===== config.mk =====
export PLATFORM = sky130hd
export DESIGN_NAME = xml_text_escaper
export DESIGN_NICKNAME = d
export VERILOG_FILES = /design/src/rtl/xte_pkg.sv /design/src/rtl/xte_fifo.sv /design/src/rtl/xte_front.sv /design/src/rtl/xte_back.sv /design/src/rtl/xml_text_escaper.sv
export SDC_FILE = /design/constraint.sdc
export NUM_CORES = 1
export LEC_CHECK = 0
export BUFFER_PORTS_ARGS = -buffer_cell sky130_fd_sc_hd__buf_4
export CAP_MARGIN = 20
export CORE_AREA = 2 2 124 126
export DETAILED_ROUTE_END_ITERATION = 8
export DIE_AREA = 0 0 126 128
export PLACE_DENSITY = 0.75
export SETUP_SLACK_MARGIN = 0.3
export SLEW_MARGIN = 10
export SYNTH_ARGS = -nofsm -noshare
export SYNTH_HDL_FRONTEND = slang
export SYNTH_SLANG_ARGS = --single-unit

===== constraint.sdc =====
create_clock -name clk -period 9.3 [get_ports clk]
set_input_delay 0.465 -clock clk [delete_from_list [all_inputs] [get_ports clk]]
set_output_delay 0.465 -clock clk [all_outputs]
set_load 0.02 [all_outputs]

===== src/rtl/xte_pkg.sv =====
// ----------------------------------------------------------------------------
// xte_pkg
// Shared types and text tables for the XML text escaper: the descriptor that
// travels from the classifier to the emitter, and the output unit lookup.
// ----------------------------------------------------------------------------
package xte_pkg;

  // What one accepted code unit expands into
  typedef enum logic [3:0] {
    K_CHAR = 4'd0,  // the unit itself
    K_PAIR = 4'd1,  // held high surrogate, then the low surrogate
    K_APOS = 4'd2,
    K_QUOT = 4'd3,
    K_AMP  = 4'd4,
    K_LT   = 4'd5,
    K_GT   = 4'd6,
    K_HEX  = 4'd7,  // &#xhhhh;
    K_MARK = 4'd8   // empty end-of-string marker
  } kind_t;

  typedef struct packed {
    kind_t       kind;
    logic [15:0] unit;
    logic [15:0] held;
    logic        last;
  } desc_t;

  typedef logic [0:7][7:0] text_t;

  localparam text_t TXT_APOS = {"&apos;", 16'h0000};
  localparam text_t TXT_QUOT = {"&quot;", 16'h0000};
  localparam text_t TXT_AMP  = {"&amp;",  24'h000000};
  localparam text_t TXT_LT   = {"&lt;",   32'h00000000};
  localparam text_t TXT_GT   = {"&gt;",   32'h00000000};
  localparam text_t TXT_HEX  = {"&#x",    8'h00, 8'h00, 8'h00, 8'h00, ";"};

  localparam logic [15:0] CU_APOS  = 16'h0027;
  localparam logic [15:0] CU_QUOT  = 16'h0022;
  localparam logic [15:0] CU_AMP   = 16'h0026;
  localparam logic [15:0] CU_LT    = 16'h003C;
  localparam logic [15:0] CU_GT    = 16'h003E;
  localparam logic [15:0] CU_TAB   = 16'h0009;
  localparam logic [15:0] CU_LF    = 16'h000A;
  localparam logic [15:0] CU_CR    = 16'h000D;
  localparam logic [15:0] HI_FIRST = 16'hD800;
  localparam logic [15:0] HI_LAST  = 16'hDBFF;
  localparam logic [15:0] LO_FIRST = 16'hDC00;
  localparam logic [15:0] LO_LAST  = 16'hDFFF;
  localparam logic [15:0] NC_FFFE  = 16'hFFFE;
  localparam logic [15:0] NC_FFFF  = 16'hFFFF;

  // Index of the final output unit of a descriptor
  function automatic logic [2:0] kind_last_idx(input kind_t k);
    logic [2:0] r;
    unique case (k)
      K_CHAR:  r = 3'd0;
      K_PAIR:  r = 3'd1;
      K_APOS:  r = 3'd5;
      K_QUOT:  r = 3'd5;
      K_AMP:   r = 3'd4;
      K_LT:    r = 3'd3;
      K_GT:    r = 3'd3;
      K_HEX:   r = 3'd7;
      default: r = 3'd0;
    endcase
    return r;
  endfunction

  function automatic logic [7:0] hex_char(input logic [3:0] nib);
    logic [7:0] r;
    if (nib < 4'd10) begin
      r = {4'h3, nib};
    end else begin
      r = 8'h57 + {4'h0, nib};
    end
    return r;
  endfunction

  // Output unit number idx of descriptor d
  function automatic logic [15:0] unit_at(input desc_t d, input logic [2:0] idx);
    logic [15:0] r;
    logic [3:0]  nib;
    unique case (idx)
      3'd3:    nib = d.unit[15:12];
      3'd4:    nib = d.unit[11:8];
      3'd5:    nib = d.unit[7:4];
      default: nib = d.unit[3:0];
    endcase
    unique case (d.kind)
      K_CHAR:  r = d.unit;
      K_PAIR:  r = (idx == 3'd0) ? d.held : d.unit;
      K_APOS:  r = {8'h00, TXT_APOS[idx]};
      K_QUOT:  r = {8'h00, TXT_QUOT[idx]};
      K_AMP:   r = {8'h00, TXT_AMP[idx]};
      K_LT:    r = {8'h00, TXT_LT[idx]};
      K_GT:    r = {8'h00, TXT_GT[idx]};
      K_HEX: begin
        if (idx >= 3'd3 && idx <= 3'd6) begin
          r = {8'h00, hex_char(nib)};
        end else begin
          r = {8'h00, TXT_HEX[idx]};
        end
      end
      default: r = 16'h0000;
    endcase
    return r;
  endfunction

endpackage


===== src/rtl/xte_fifo.sv =====
// ----------------------------------------------------------------------------
// xte_fifo
// Short descriptor queue between the classifier and the emitter.
// ----------------------------------------------------------------------------
module xte_fifo
  import xte_pkg::*;
#(
  parameter int DEPTH = 4
) (
  input  logic  clk,
  input  logic  rst_n,
  input  logic  push,
  input  desc_t push_desc,
  input  logic  pop,
  output logic  full,
  output logic  nempty,
  output desc_t head
);

  localparam int PW = (DEPTH > 1) ? $clog2(DEPTH) : 1;
  localparam int CW = $clog2(DEPTH + 1);
  localparam logic [PW-1:0] PTR_MAX = PW'(DEPTH - 1);
  localparam logic [CW-1:0] CNT_MAX = CW'(DEPTH);

  desc_t         mem_r [DEPTH];
  logic [PW-1:0] wr_ptr_r, wr_ptr_nxt;
  logic [PW-1:0] rd_ptr_r, rd_ptr_nxt;
  logic [CW-1:0] count_r, count_nxt;
  logic          do_push, do_pop;

  assign full    = (count_r == CNT_MAX);
  assign nempty  = (count_r != '0);
  assign head    = mem_r[rd_ptr_r];
  assign do_push = push && !full;
  assign do_pop  = pop && nempty;

  always_comb begin
    wr_ptr_nxt = wr_ptr_r;
    rd_ptr_nxt = rd_ptr_r;
    count_nxt  = count_r;
    if (do_push) begin
      wr_ptr_nxt = (wr_ptr_r == PTR_MAX) ? '0 : wr_ptr_r + 1'b1;
    end
    if (do_pop) begin
      rd_ptr_nxt = (rd_ptr_r == PTR_MAX) ? '0 : rd_ptr_r + 1'b1;
    end
    if (do_push && !do_pop) begin
      count_nxt = count_r + 1'b1;
    end else if (do_pop && !do_push) begin
      count_nxt = count_r - 1'b1;
    end
  end

  always_ff @(posedge clk) begin
    if (!rst_n) begin
      wr_ptr_r <= '0;
      rd_ptr_r <= '0;
      count_r  <= '0;
    end else begin
      wr_ptr_r <= wr_ptr_nxt;
      rd_ptr_r <= rd_ptr_nxt;
      count_r  <= count_nxt;
    end
  end

  always_ff @(posedge clk) begin
    if (do_push) begin
      mem_r[wr_ptr_r] <= push_desc;
    end
  end

endmodule


===== src/rtl/xte_front.sv =====
// ----------------------------------------------------------------------------
// xte_front
// Classifier: takes code units, tracks a held high surrogate and queues one
// descriptor for every unit that produces output, or an end marker for a closing unit.
// ----------------------------------------------------------------------------
module xte_front
  import xte_pkg::*;
(
  input  logic        clk,
  input  logic        rst_n,
  input  logic        accept,
  input  logic [15:0] code_unit,
  input  logic        last_in_string,
  output logic        q_push,
  output desc_t       q_desc
);

  logic [15:0] held_r, held_nxt;
  logic        held_valid_r, held_valid_nxt;
  logic        is_high, is_low, is_nonchar, is_print, is_ctl_drop;
  kind_t       kind;
  logic        produces;

  assign is_high     = (code_unit >= HI_FIRST) && (code_unit <= HI_LAST);
  assign is_low      = (code_unit >= LO_FIRST) && (code_unit <= LO_LAST);
  assign is_nonchar  = (code_unit == NC_FFFE) || (code_unit == NC_FFFF);
  assign is_print    = ((code_unit >= 16'h0020) && (code_unit <= 16'h007E))
                     || (code_unit >= 16'h00A0);
  assign is_ctl_drop = (code_unit < 16'h0020) && (code_unit != CU_TAB)
                     && (code_unit != CU_LF) && (code_unit != CU_CR);

  always_comb begin
    kind     = K_MARK;
    produces = 1'b1;
    if (is_high) begin
      produces = 1'b0;
    end else if (held_valid_r && is_low) begin
      kind = K_PAIR;
    end else if (code_unit == CU_APOS) begin
      kind = K_APOS;
    end else if (code_unit == CU_QUOT) begin
      kind = K_QUOT;
    end else if (code_unit == CU_AMP) begin
      kind = K_AMP;
    end else if (code_unit == CU_LT) begin
      kind = K_LT;
    end else if (code_unit == CU_GT) begin
      kind = K_GT;
    end else if (is_low || is_nonchar || is_ctl_drop) begin
      produces = 1'b0;
    end else if (is_print) begin
      kind = K_CHAR;
    end else begin
      kind = K_HEX;
    end
  end

  // Nothing produced: queue an end marker only for the closing unit
  assign q_push      = accept && (produces || last_in_string);
  assign q_desc.kind = produces ? kind : K_MARK;
  assign q_desc.unit = code_unit;
  assign q_desc.held = held_r;
  assign q_desc.last = last_in_string;

  always_comb begin
    held_valid_nxt = held_valid_r;
    held_nxt       = held_r;
    if (accept) begin
      held_valid_nxt = is_high && !last_in_string;
      held_nxt       = code_unit;
    end
  end

  always_ff @(posedge clk) begin
    if (!rst_n) begin
      held_valid_r <= 1'b0;
    end else begin
      held_valid_r <= held_valid_nxt;
    end
  end

  always_ff @(posedge clk) begin
    held_r <= held_nxt;
  end

endmodule


===== src/rtl/xte_back.sv =====
// ----------------------------------------------------------------------------
// xte_back
// Emitter: steps through the head descriptor one output unit per cycle, while
// the result stage is free or being taken, into a registered result stage.
// ----------------------------------------------------------------------------
module xte_back
  import xte_pkg::*;
(
  input  logic        clk,
  input  logic        rst_n,
  input  logic        q_nempty,
  input  desc_t       q_head,
  output logic        q_pop,
  input  logic        pop,
  output logic        empty,
  output logic [15:0] out_unit,
  output logic        has_char,
  output logic        last_of_run,
  output logic        end_of_string
);

  logic [2:0]  idx_r, idx_nxt;
  logic        ovld_r, ovld_nxt;
  logic [15:0] unit_r;
  logic        has_char_r, last_of_run_r, end_r;
  logic        load, fin;

  assign empty         = !ovld_r;
  assign out_unit      = unit_r;
  assign has_char      = has_char_r;
  assign last_of_run   = last_of_run_r;
  assign end_of_string = end_r;

  // Refill the result stage when it is free or being taken this cycle
  assign load  = q_nempty && (!ovld_r || pop);
  assign fin   = (idx_r == kind_last_idx(q_head.kind));
  assign q_pop = load && fin;

  always_comb begin
    idx_nxt  = idx_r;
    ovld_nxt = ovld_r;
    if (pop && ovld_r) begin
      ovld_nxt = 1'b0;
    end
    if (load) begin
      ovld_nxt = 1'b1;
      idx_nxt  = fin ? 3'd0 : idx_r + 3'd1;
    end
  end

  always_ff @(posedge clk) begin
    if (!rst_n) begin
      idx_r  <= 3'd0;
      ovld_r <= 1'b0;
    end else begin
      idx_r  <= idx_nxt;
      ovld_r <= ovld_nxt;
    end
  end

  always_ff @(posedge clk) begin
    if (load) begin
      unit_r        <= unit_at(q_head, idx_r);
      has_char_r    <= (q_head.kind != K_MARK);
      last_of_run_r <= fin;
      end_r         <= fin && q_head.last;
    end
  end

endmodule


===== src/rtl/xml_text_escaper.sv =====
// ----------------------------------------------------------------------------
// xml_text_escaper
// Streaming XML text escaper for UTF-16 code units.
// ----------------------------------------------------------------------------
// Usage:
//   Input queue: drive in_code_unit and in_last_in_string with in_push; a
//   transfer happens on a clock edge with in_push high and in_full low.
//   Result queue: while out_empty is low the oldest result sits on out_unit,
//   out_has_char, out_last_of_run and out_end_of_string; out_pop takes it.
//   Timing: an accepted code unit passes through the descriptor queue, then
//   the registered result stage. The classifier takes one unit per cycle
//   while in_full is low; the emitter produces one result per cycle while
//   out_pop keeps up, so plain characters run at one per cycle; entities (up
//   to eight results) occupy the emitter until their last. The descriptor
//   queue (FIFO_DEPTH entries) sets how long input flows before in_full rises.
//   Reset: rst_n low clears the queues, the emitter index and any held high
//   surrogate; both queues come out empty.
//   Stall: with out_pop low the result stage holds its value, the descriptor
//   queue fills and then in_full holds the sender off. Nothing is dropped.
// ----------------------------------------------------------------------------
module xml_text_escaper
  import xte_pkg::*;
#(
  parameter int FIFO_DEPTH = 4
) (
  input  logic        clk,
  input  logic        rst_n,
  input  logic        in_push,
  output logic        in_full,
  input  logic [15:0] in_code_unit,
  input  logic        in_last_in_string,
  output logic        out_empty,
  input  logic        out_pop,
  output logic [15:0] out_unit,
  output logic        out_has_char,
  output logic        out_last_of_run,
  output logic        out_end_of_string
);

  logic  in_accept;
  logic  q_push, q_pop, q_full, q_nempty;
  desc_t q_desc, q_head;

  // The input side only stalls when the descriptor queue is full
  assign in_full   = q_full;
  assign in_accept = in_push && !q_full;

  // Classify, track the held surrogate and queue a descriptor
  xte_front u_front (
    .clk            (clk),
    .rst_n          (rst_n),
    .accept         (in_accept),
    .code_unit      (in_code_unit),
    .last_in_string (in_last_in_string),
    .q_push         (q_push),
    .q_desc         (q_desc)
  );

  // Decouple classification from emission
  xte_fifo #(
    .DEPTH (FIFO_DEPTH)
  ) u_fifo (
    .clk       (clk),
    .rst_n     (rst_n),
    .push      (q_push),
    .push_desc (q_desc),
    .pop       (q_pop),
    .full      (q_full),
    .nempty    (q_nempty),
    .head      (q_head)
  );

  // Expand each descriptor into its output units, one per cycle while the result stage is free or being taken
  xte_back u_back (
    .clk           (clk),
    .rst_n         (rst_n),
    .q_nempty      (q_nempty),
    .q_head        (q_head),
    .q_pop         (q_pop),
    .pop           (out_pop),
    .empty         (out_empty),
    .out_unit      (out_unit),
    .has_char      (out_has_char),
    .last_of_run   (out_last_of_run),
    .end_of_string (out_end_of_string)
  );

`ifndef NO_ASSERTIONS
  // End of string only ever closes a run
  a_end_closes_run: assert property (@(posedge clk) disable iff (!rst_n)
    (!out_empty && out_end_of_string) |-> out_last_of_run)
    else $error("end_of_string without last_of_run");

  // The empty marker is a lone, zero, end-of-string result
  a_marker_shape: assert property (@(posedge clk) disable iff (!rst_n)
    (!out_empty && !out_has_char) |->
      (out_unit == 16'h0000 && out_last_of_run && out_end_of_string))
    else $error("malformed end marker");

  // Reset leaves the result queue empty
  a_reset_empty: assert property (@(posedge clk)
    !rst_n |=> out_empty)
    else $error("result queue not empty after reset");
`endif

endmodule

* Yosys cells after proc, flatten, opt, wreduce, memory -nomap -nowiden *
Memory sizes are Yosys's and may differ from the RTL's. A register that Yosys moved wholly into a read port is not among the register bits.
Index checks and enable logic that the tools add are counted.

cells by class
  add/subtract/negate cells = 6
  $lt $le $gt $ge = 12
  eq/ne operators = 25
  muxes and demuxes = 48
  bitwise operators = 1
  reduce and logical (&&, ||, !) cells = 35

operators with widths
  kind                                                                                   count
  16-bit case mux with 8 select lines                                                    1
  8-bit two-way mux                                                                      14
  16-bit by 6-bit equality test with 1-bit output (second input constant)                5
  16-bit by 4-bit != test with 1-bit output (second input constant)                      3
  4-bit two-way mux                                                                      10
  16-bit equality test (second input constant)                                           2
  16-bit greater-or-equal comparator (second input constant)                             2
  16-bit less-or-equal comparator (second input constant)                                2
  1-bit logical AND                                                                      19
  4-bit by 3-bit equality test with 1-bit output (second input constant)                 4
  16-bit by 6-bit greater-or-equal comparator with 1-bit output (second input constant)  1
  16-bit by 8-bit greater-or-equal comparator with 1-bit output (second input constant)  1
  16-bit by 7-bit less-or-equal comparator with 1-bit output (second input constant)     1
  16-bit by 6-bit < comparator with 1-bit output (second input constant)                 1
  16-bit two-way mux                                                                     1
  3-bit two-way mux                                                                      5
  1-bit two-way mux                                                                      12
  4-bit case mux with 3 select lines                                                     1
  3-bit equality test (second input constant)                                            3
  7-bit by 4-bit adder with 8-bit output (first input constant)                          1
  4-bit by 2-bit equality test with 1-bit output (second input constant)                 2
  2-bit two-way mux                                                                      4
  3-bit by 1-bit adder with 3-bit output (second input constant)                         2
  1-bit logical OR                                                                       6
  other kinds (17)                                                                       24

storage, ports and cells
  register bits after elaboration = 47
  memory bits (writable) = 148
  ROM bits = 408
  bits of input ports = 21
  output and inout bits = 21
  word-level logic and storage cells = 146
  memories = 8

memories
  name              words  width  read ports  clocked after memory_dff  write ports  line            RTL
  u_fifo.mem_r      4      37     1           1                         1            xte_fifo.sv:25  desc_t mem_r [DEPTH];
  (name not given)  8      8      1           0                         0            xte_pkg.sv:94   K_AMP: r = {8'h00, TXT_AMP[idx]};
  (name not given)  8      8      1           0                         0            xte_pkg.sv:95   K_LT: r = {8'h00, TXT_LT[idx]};
  (name not given)  8      8      1           0                         0            xte_pkg.sv:96   K_GT: r = {8'h00, TXT_GT[idx]};
  (name not given)  8      8      1           0                         0            xte_pkg.sv:101  r = {8'h00, TXT_HEX[idx]};
  (name not given)  8      8      1           0                         0            xte_pkg.sv:92   K_APOS: r = {8'h00, TXT_APOS[idx]};
  +2 memories       -      -      -           -                         -            -

* Logic depth before layout (Yosys ltp) *
  depth in word-level cells = 20
  gate-level depth with buffers = 18
  mapped depth without buffers = 14

* By module *
Synthesis repeated with hierarchy kept, for this count alone.

second synthesis, totals
  cell total of the unflattened synthesis = 542
  area total of the unflattened synthesis = 8799.7 µm²

modules (own cells, without submodules)
  module            times used  cells each  area each (µm²)  sequential area each (µm²)
  xte_fifo          1           244         5876.9           4624.4
  xte_back          1           217         1924.3           650.6
  xte_front         1           80          984.7            500.5
  xml_text_escaper  1           1           13.8             0.0

* Worst setup path after synthesis *
No wires, ideal clock.

  kind = flip-flop to flip-flop
  from = register (tool-made name)
  to = register u_fifo.count_r[2]
  setup time = 0.076 ns
  arrival time = 3.685 ns
  data required time = 9.224 ns
  path slack = 5.539 ns
  stages on the path, launching flop included = 19
  path buffers = 4
  period minus slack after synthesis = 3.761 ns
  path through = dfxtp_1 -> buf_6 -> buf_6 -> buf_6 -> buf_2 -> mux4_2 -> inv_1 -> ha_1 -> inv_1 -> mux2i_1 -> nor2_1 -> xnor2_1 -> nand3_2 -> ha_1 -> inv_1 -> fa_1 -> xor2_1 -> or3_1 -> a21boi_0

RTL lines
  item                  line            RTL
  end signal, assigned  xte_fifo.sv:62  count_r <= count_nxt;
  end, declared         xte_fifo.sv:28  logic [CW-1:0] count_r, count_nxt;

==> results.py <==
metrics = {
    "power_and_ir_drop": {
        "p_per_area_nw_per_um2": 292,
        "ir_drop_mv": 0.145,
        "p_leak_uw": 0.00330,
    },
    "clock_tree": {
        "cts_tree": "done",
        "numCtsBuffers": 17,
        "clk_pin_slew_ns": 0.07,
        "ctsRootBufferMaster": "clkbuf_16",
        "clk_latency_ns": 0.43,
        "cts_sinks": 197,
        "cts_resized": 0,
        "cts_buffer_depth": 2,
        "htree_levels": 4,
        "cts_setup_buffers": 0,
        "postCtsHoldBufs": 0,
    },
    "layout": {
        "drive_gt1_frac": 0.221,
        "syn2layout_area_growth_pct": 12.0,
        "antenna_cells": 0,
        "postLayoutCellArea_sq_um": 9750,
        "nNetsFinal": 631,
    },
    "global_routing": {
        "grt_pass1_vias": 4935,
        "track_usage": 0.227,
        "gr-total-overflow": 0,
        "grt_max_degree": 40,
        "grt_pass1_wl_mm": 27.4,
        "antenna_found_initial": 0,
    },
    "timing": {
        "fin_crit_ns": 3.78,
        "max-slew-margin-rel": 0.513,
        "finalSetupTns_ns": 0,
        "finalSetupViolCount": 0,
        "post-route-period-util": 0.406,
        "tightest_slew_ns": 0.729,
        "fmax_ghz": 0.265,
        "rsz0062_at_grt": "false",
        "drv_slew": 0,
        "hold_viol": 0,
        "fin_skew_ns": 0.0122,
    },
    "setup_path": {
        "worst-path-max-fanout": 39,
        "crit_type": "reg2reg",
        "end_kind": "flop",
        "cp_top_family": "adder cells",
        "startpoint_type": "flop",
        "cp.required_ns": 9.65,
        "cp_common_cell": "inv_1",
        "crit_chain": "buf_4 -> mux4_2 -> inv_1 -> ha_1 -> inv_1 -> mux2i_1 -> nor2_1 -> xnor2_1 -> nand3_2 -> ha_1 -> inv_1 -> fa_1 -> xor2_1 -> or3_1 -> a21boi_0",
        "crit_slowest_cell": "mux4_2",
        "rr_worst_depth": 15,
        "cp_num_buf_inv": 4,
        "cpPeakStageDelay_ns": 0.64,
        "timing.rr.end": "u_fifo.count_r[2]",
        "arrival_ns": 4.13,
        "rrSetupSlack_ns": 5.52,
        "cp.depth": 15,
    },
    "placed_design": {
        "hpwl_mm": 11.4,
        "placed_cell_area_sq_um": 9150,
        "place.port_buffers": 41,
        "place_congestion": 0.913,
    },
    "route": {
        "final_antenna_net_count": 0,
        "routedWlPerCell_microns": 22.4,
        "drtIter0Drc": 751,
        "first_pass_iters": 5,
        "vias": 5030,
        "viasPerCell": 6.41,
        "remaining_drc_errors": 0,
        "routed_wl_mm": 17.6,
    },
    "synth": {
        "post-synth-top-area-fraction": 0.631,
        "ys_async_sr_fraction": 0,
        "synthMuxAreaShare": 0.106,
        "synthFlopType": "edfxtp_1",
        "yosysMostFrequentCell": "edfxtp_1",
        "syn_area_sq_um": 8710,
        "synth_common_cells": "edfxtp_1 (183), nand2_1 (35), mux4_2 (32), ha_1 (23), inv_1 (22)",
        "yosys.area_share.simple": 0.0690,
        "ys_types": 70,
        "syn_nets": 590,
        "synth-edff-count": 183,
        "yosysWarnings": 0,
        "synth-compound-area-share": 0.0926,
        "syn_inst": 545,
        "synth_fa_ha_area_frac": 0.0354,
        "synth-seq-cells": 197,
        "synth-xor-area-share": 0.00503,
        "avgSynthCellArea_sq_um": 16.0,
        "yosys.area.top_type": "edfxtp_1",
        "ys_top_cells_by_area": "edfxtp_1 (63%), mux4_2 (8.3%), ha_1 (3.3%), dfxtp_1 (3.2%), nand2_1 (1.5%)",
        "synth-seq-area-share": 0.663,
        "synth_top_family_by_area": "multiplexers",
    },
    "floorplan": {
        "initial_core_util": 0.586,
        "die_y_microns": 128,
        "die_w_microns": 126,
        "io_pins": 42,
        "rows": 45,
        "core_sq_um": 14900,
        "die_area_sq_um": 16100,
    },
    "worst_hold_path": {
        "whs_path_depth": 1,
        "holdCritStartpoint": "in_code_unit[9]",
        "hold_path.class": "in2reg",
        "hold_end": "u_front.held_r[9]",
    },
    "flow_run": {
        "maxCapViolCount": 0,
    },
    "run_status": {
        "outcome": "finished, final reports clean",
    },
}
worst max-delay path by stage:
stage	from	endpoint
floorplan	flop	u_fifo.count_r[2]
global placement	flop	u_fifo.count_r[2]
detailed placement	flop	u_fifo.count_r[2]
CTS	flop	u_fifo.count_r[2]
global route	flop	u_fifo.count_r[2]
finish	flop	u_fifo.count_r[2]
cell type report:
| cell class | instances | area [sq um] |
|---|---|---|
| timing repair buffer | 49 | 368 |
| fill | 1031 | 5110 |
| clock inverter | 12 | 169 |
| multi-input combinational | 298 | 2690 |
| tap | 188 | 235 |
| clock buffer | 18 | 429 |
| sequential | 197 | 5780 |
| inverter | 23 | 86.3 |
placed cells by master (no fill, tap or decap), types with 6 or more instances in the layout:
cell / count
a21oi_1: 12
a22o_1: 10
a22oi_1: 7
and2_1: 11
buf_4: 49
clkbuf_16: 17
dfxtp_1: 13
edfxtp_1: 183
ha_1: 23
inv_1: 22
mux2_2: 6
mux2i_1: 6
mux4_2: 32
nand2_1: 35
nand3_1: 13
nor2_1: 19
nor2b_1: 7
nor3_1: 7
o21ai_0: 19
o22ai_1: 6
metal layers:
metal | GRT usage | wire (microns) | vias up
li1 | - | - | 2241
met1 | 0.310 | 7530 | 2514
met2 | 0.369 | 8590 | 237
met3 | 0.0488 | 1090 | 38
met4 | 0.0730 | 362 | 0
met5 | 0 | 0 | -
worst register-to-register path, stage by stage, from the launching register on:
cell      delay [ns]
dfxtp_2         0.31
buf_4           0.55
mux4_2          0.65
inv_1           0.13
ha_1            0.24
inv_1           0.05
mux2i_1         0.06
nor2_1          0.13
xnor2_1         0.11
nand3_2         0.15
ha_1            0.20
inv_1           0.07
fa_1            0.38
xor2_1          0.19
or3_1           0.31
a21boi_0        0.17
logic make-up (layout without fill, tap and decap cells):
group	count (synthesis)	after routing
flip-flops	197	197
AND/OR/NAND/NOR	117	117
AO/OA/AOI/OAI	105	105
buffers and inverters	50	102
multiplexers	47	47
adder cells (fa/ha/maj)	24	24
XOR/XNOR	5	5
flip-flops by register name (all words and copies together), names as in the netlist, named ones only:
| signal | cells |
|---|---|
| u_fifo.count_r | 3 |
| u_back.idx_r | 3 |
| u_back.end_of_string | 1 |
| u_back.out_unit | 16 |
| u_back.ovld_r | 1 |
| u_back.has_char | 1 |
| u_back.last_of_run | 1 |
| u_fifo.rd_ptr_r | 2 |
| u_front.held_valid_r | 1 |
| u_fifo.wr_ptr_r | 2 |
| u_fifo.mem_r | 148 |
| u_front.held_r | 16 |
where the power goes:
group	switching (uW)	internal [uW]	leakage, uW
clock network	317	427	0.000286
registers	54.4	1150	0.00183
logic	541	362	0.00119
total	912	1940	0.00330
metrics by stage:
stage          instances  hold WS (ns)  power (uW)   util  setup slack, ns
2_1_floorplan        545         0.459        1860      -             5.54
3_3_place_gp         755         0.469        2090  0.616             5.63
3_5_place_dp         755         0.484        2120  0.616             5.47
4_1_cts              785         0.252        2860  0.656             5.44
5_1_grt              785         0.258        2980  0.656             5.23
6_report             785         0.270        2850  0.656             5.52
Power figures use the tool's default switching activity.
